**src/rtl/lhr_pkg.sv**
```systemverilog
// Shared types and constants of the layer heating rate block.
// No dependencies; the divider, the top level and the checker import this package.

package lhr_pkg;

  localparam int FLUX_W     = 24;               // boundary flux, 1/256 W/m^2
  localparam int PRES_W     = 21;               // boundary pressure, 1/16 Pa
  localparam int SCALE_W    = 32;               // rate scale, unsigned Q16.16
  localparam int RATE_W     = 32;               // heating rate, 1/65536 K/day
  localparam int NET_W      = FLUX_W + 1;       // signed net flux at one boundary
  localparam int DIV_W      = FLUX_W + 2;       // signed flux divergence
  localparam int MAG_W      = FLUX_W + 1;       // magnitude of the divergence
  localparam int DP_W       = PRES_W + 1;       // signed pressure thickness
  localparam int PROD_W     = SCALE_W + MAG_W;  // scale times divergence
  localparam int FRAC_SHIFT = 4;                // the factor 16 of the divisor
  localparam int NUM_W      = PROD_W - FRAC_SHIFT;
  localparam int QUO_W      = RATE_W;           // quotient bits worked out one per stage
  localparam int REM_W      = PRES_W;           // remainder stays below the divisor

  localparam logic [SCALE_W-1:0] RATE_SCALE_RST = SCALE_W'(55271424);
  localparam logic [RATE_W-1:0]  RATE_MAX = {1'b0, {(RATE_W-1){1'b1}}};
  localparam logic [RATE_W-1:0]  RATE_MIN = {1'b1, {(RATE_W-1){1'b0}}};

  typedef struct packed {
    logic [FLUX_W-1:0] up_flux_lower;
    logic [FLUX_W-1:0] down_flux_lower;
    logic [FLUX_W-1:0] up_flux_upper;
    logic [FLUX_W-1:0] down_flux_upper;
    logic [PRES_W-1:0] pressure_lower;
    logic [PRES_W-1:0] pressure_upper;
  } lhr_layer_t;

  typedef struct packed {
    logic signed [RATE_W-1:0] tendency;
    logic                     zero_thickness;
    logic                     rate_saturated;
  } lhr_result_t;

  // Flags that ride along with an item through the divider.
  typedef struct packed {
    logic neg;   // divergence and thickness differ in sign
    logic zero;  // thickness is zero
    logic big;   // quotient is at least 2^32
  } lhr_side_t;

  typedef struct packed {
    logic [REM_W-1:0]  rem;
    logic [QUO_W-1:0]  bits;     // low dividend bits, shifted out as quotient bits come in
    logic [PRES_W-1:0] divisor;
    lhr_side_t         side;
  } lhr_div_t;

  typedef struct packed {
    logic [QUO_W-1:0] quo;
    lhr_side_t        side;
  } lhr_quo_t;

endpackage

```
**src/rtl/lhr_divider.sv**
```systemverilog
// Pipelined restoring divider, one quotient bit per register stage.
// Depends on lhr_pkg for the stage word and result types.

module lhr_divider import lhr_pkg::*; (
  input  logic     clk,
  input  logic     rst,
  input  logic     en,
  input  logic     dvd_valid,
  input  lhr_div_t dvd,
  output logic     quo_valid,
  output lhr_quo_t quo
);

  lhr_div_t         stg [QUO_W];
  logic [QUO_W-1:0] vld;

  // One restoring step: bring down the next dividend bit, subtract if it fits.
  function automatic lhr_div_t div_step(input lhr_div_t w);
    logic [REM_W:0] trial;
    logic [REM_W:0] diff;
    lhr_div_t       r;
    r     = w;
    trial = {w.rem, w.bits[QUO_W-1]};
    diff  = trial - {1'b0, w.divisor};
    if (trial >= {1'b0, w.divisor}) begin
      r.rem  = diff[REM_W-1:0];
      r.bits = {w.bits[QUO_W-2:0], 1'b1};
    end else begin
      r.rem  = trial[REM_W-1:0];
      r.bits = {w.bits[QUO_W-2:0], 1'b0};
    end
    return r;
  endfunction

  always_ff @(posedge clk) begin
    if (rst) begin
      vld <= '0;
    end else if (en) begin
      vld <= {vld[QUO_W-2:0], dvd_valid};
    end
  end

  always_ff @(posedge clk) begin
    if (en) begin
      stg[0] <= div_step(dvd);
      for (int i = 1; i < QUO_W; i++) begin
        stg[i] <= div_step(stg[i-1]);
      end
    end
  end

  assign quo_valid = vld[QUO_W-1];
  assign quo.quo   = stg[QUO_W-1].bits;
  assign quo.side  = stg[QUO_W-1].side;

endmodule

```
**config.mk**
```make
export PLATFORM = sky130hd
export DESIGN_NAME = lhr_divider
export DESIGN_NICKNAME = d
export VERILOG_FILES = /design/src/rtl/lhr_pkg.sv /design/src/rtl/lhr_divider.sv
export SDC_FILE = /design/constraint.sdc
export NUM_CORES = 2
export LEC_CHECK = 0
export BUFFER_PORTS_ARGS = -buffer_cell sky130_fd_sc_hd__buf_2
export CORE_ASPECT_RATIO = 0.75
export CORE_MARGIN = 4
export CORE_UTILIZATION = 37
export DETAILED_ROUTE_END_ITERATION = 6
export PLACE_DENSITY = 0.54
export SKIP_LAST_GASP = 1
export SYNTH_ARGS = -nofsm -noshare
export SYNTH_HDL_FRONTEND = slang
export SYNTH_SLANG_ARGS = --single-unit
```
**constraint.sdc**
```tcl
create_clock -name clk -period 3.9 [get_ports clk]
set_clock_uncertainty 0.15 [all_clocks]
set_input_delay 0.195 -clock clk [delete_from_list [all_inputs] [get_ports clk]]
set_output_delay 0.195 -clock clk [all_outputs]
set_load 0.005 [all_outputs]
```
==> results.py <==
metrics = {
    "global_route": {
        "track_usage_pct": 14.8,
        "grt_busiest_layer": "met1",
        "grt-ovfl-total": 0,
        "grtUsageMet3_pct": 2.77,
        "grt_max_degree": 131,
        "met1_usage_pct": 23.4,
        "grt_pass1_wl_um": 380000,
        "use_met2_pct": 20.4,
        "antenna_found_initial": 7,
        "first_global_vias": 66096,
    },
    "route": {
        "via_per_inst": 5.07,
        "wire_per_inst_um": 18.1,
        "wirelength_um": 244000,
        "drc": 0,
        "postRouteAntennaNets": 0,
        "vias": 68444,
        "drt-initial-drc-count": 6095,
        "first_pass_iters": 6,
    },
    "sta": {
        "final.setup.tns_ns": 0,
        "relSlewSlack_pct": 27.7,
        "hold_viol_final": 0,
        "slew_violations": 0,
        "max_freq_ghz": 0.265,
        "setup_viol": 0,
        "fin_crit_sh_pct": 96.7,
        "rsz0062_at_grt": "yes",
        "worstMarginPinSlew_ns": 1.08,
        "period_needed_ns": 3.77,
        "hold_ws_ns": 0.191,
    },
    "cells_and_area": {
        "fin_cells": 13504,
        "area_growth_pct": 15.3,
        "fin_nets": 9970,
        "post-route-cell-area_mm2": 0.133,
        "fillers": 28043,
        "layout-drive-gt1-share_pct": 12.0,
    },
    "floorplan": {
        "die_h_um": 491,
        "die-width_um": 653,
        "rows": 177,
        "num_io_pins": 117,
        "coreArea_mm2": 0.310,
        "initial_core_util_pct": 37.2,
        "dieArea_mm2": 0.321,
    },
    "cts": {
        "cts_sinks": 2454,
        "cts_made_buffers": 273,
        "clock_path_buffers": 4,
        "htreeDepth": 5,
        "cts_tree": "built",
        "clk_latency_ns": 0.85,
        "cts-root-buf": "clkbuf_16",
        "clk_pin_slew_ns": 0.06,
    },
    "worst_setup_path": {
        "required_ns": 4.33,
        "setup.worst_path.end_class": "flop",
        "worstPathArrival_ns": 4.20,
        "crit_path_start_kind": "input pin",
        "crit_type": "input pin to flop",
        "crit_fanout": 22,
    },
    "hold_path": {
        "min_path_type": "input pin to flop",
    },
    "synthesis": {
        "seq_area_frac_synth_pct": 63.6,
        "ys.flop_type": "edfxtp_1",
        "synthArstFlopShare_pct": 0,
        "yosysWarningCount": 0,
        "synthTopCellsByArea": "edfxtp_1, ha_1, mux2_2",
        "synth.net_count": 9398,
        "post_synth.cell_area_avg_um2": 13.4,
        "ys_seq_elements": 2454,
        "synth.distinct_cells": 97,
        "syn_inst": 8614,
        "yosysTopAreaCell": "edfxtp_1",
        "yosysTopAreaCellShare_pct": 63.1,
        "syn_area_mm2": 0.115,
        "synth_edf_count": 2422,
    },
    "power": {
        "p_leak_nw": 51.3,
        "ir_worst_vdd_mv": 0.330,
        "power_per_cell_area_mw_per_mm2": 796,
    },
    "placed_design": {
        "dpl-instance-area_mm2": 0.122,
        "dp_cells": 12841,
        "post-dp-hpwl_um": 171000,
        "gp_congestion": 0.916,
        "portBuffers": 116,
    },
    "outcome": {
        "status": "finished clean",
    },
    "run": {
        "max-cap-violations": 0,
    },
}
[registers in the layout, summed over array words and instances, names as in the netlist]
name  flops
stg    2422
vld      32
[per-stage QoR]
| stage | setup WS [ns] | power (W) | utilization [%] |
|---|---|---|---|
| 2_1_floorplan | 0.397 | 0.0684 | - |
| 3_3_place_gp | 0.00339 | 0.0792 | 39.4 |
| 3_5_place_dp | 0.0856 | 0.0797 | 39.4 |
| 4_1_cts | 0.0384 | 0.106 | 42.8 |
| 5_1_grt | -0.0137 | 0.113 | 42.8 |
| 6_report | 0.127 | 0.106 | 42.8 |
[report_power, final]
| part | internal [W] | total, W | leakage (nW) | switching [W] |
|---|---|---|---|---|
| sequential | 0.0366 | 0.0397 | 23.9 | 0.00317 |
| clock | 0.0150 | 0.0255 | 4.25 | 0.0105 |
| combinational | 0.0185 | 0.0405 | 23.2 | 0.0220 |
[worst paths after layout]
check                                            from                     end  slack (ns)  cells past startpoint
worst min register to register  stg[0][515]$_DFFE_PP_   stg[0][593]$_DFFE_PP_        0.22                      0
worst max register to register  stg[1][979]$_DFFE_PP_  stg[1][1067]$_DFFE_PP_        0.18                     14
worst min-delay path                              rst    vld[29]$_SDFFE_PP0P_        0.19                      3
worst max-delay path                          dvd[55]    stg[0][62]$_DFFE_PP_        0.13                     16
[metal layers]
metal	wire [um]	up-vias
met5	0	-
li1	-	33229
met4	6030	0
met3	14400	388
met2	97900	1660
met1	126000	33167
[cells by family after synthesis]
kind of cell,share of synthesized area (%)
AOI/OAI and AO/OA,10.6
xor gates and xnor gates,3.96
adders and majority gates,7.83
buffers and inverters,3.57
DFF,63.6
muxes,4.08
and+or+nand+nor,6.32
[worst max-delay path, cell delays in order]
cell and delay, ns:
dlygate4sd3_1 0.53, buf_2 0.12, inv_1 0.07, ha_1 0.17, inv_1 0.06, fa_1 0.40
a21o_1 0.17, a21oi_1 0.24, o21a_2 0.22, o221ai_2 0.20, a211oi_2 0.35, a21oi_1 0.16
o32ai_4 0.17, buf_12 0.22, mux2_2 0.35, dlygate4sd3_1 0.56
[cell type report]
type,instances,area [um^2],area share (%)
diodes,4,10.0,0.00753
clock buffers,324,7130,5.36
clock inverters,148,1620,1.22
inverters,860,3230,2.43
multi-input cells,5127,38000,28.6
flip-flops and latches,2454,73400,55.2
well taps,4117,5150,3.88
repair buffers,470,4350,3.27
[layout by cell type (no fill, tap or decap), types with 22 or more instances in the layout]
cell / count
a211oi_1: 80
a21o_1: 242
a21oi_1: 589
a31oi_1: 67
and3_1: 50
buf_12: 50
buf_2: 115
buf_4: 126
bufinv_16: 29
clkbuf_1: 46
clkbuf_16: 280
clkinv_1: 47
clkinv_2: 40
dfxtp_1: 32
dlygate4sd3_1: 175
edfxtp_1: 2422
fa_1: 31
ha_1: 672
inv_1: 858
mux2_2: 328
mux2i_1: 73
nand2_1: 416
nand2b_1: 57
nand3_1: 130
nand4_1: 89
nor2_1: 514
nor2b_1: 62
nor3_1: 108
o211ai_1: 37
o21a_1: 83
o21ai_0: 421
o21bai_1: 72
o31a_1: 25
o31ai_1: 36
or2_2: 22
or3_1: 28
xnor2_1: 330
xor2_1: 191
[synth_stat cells (37+ instances only)]
master,count
xnor2_1,330
o21a_1,84
a211oi_1,86
o21ai_0,422
nand2_1,416
and3_1,50
buf_2,41
clkbuf_1,75
a21o_1,242
inv_1,858
nor3_1,109
mux2i_1,73
mux2_2,328
buf_4,39
o211ai_1,37
nor2b_1,62
xor2_1,191
a31oi_1,69
nor2_1,514
nand3_1,130
o21bai_1,73
nand4_1,89
nand2b_1,57
a21oi_1,595
ha_1,672
edfxtp_1,2422
[timing repair]
item	in CTS	in global routing
gates resized for setup	0	16
hold buffers	175	0
buffers inserted	0	9
setup endpoints to repair	0	140
endpoints found under the hold margin	206	0
No activity file was read; power rests on OpenSTA's default activity.
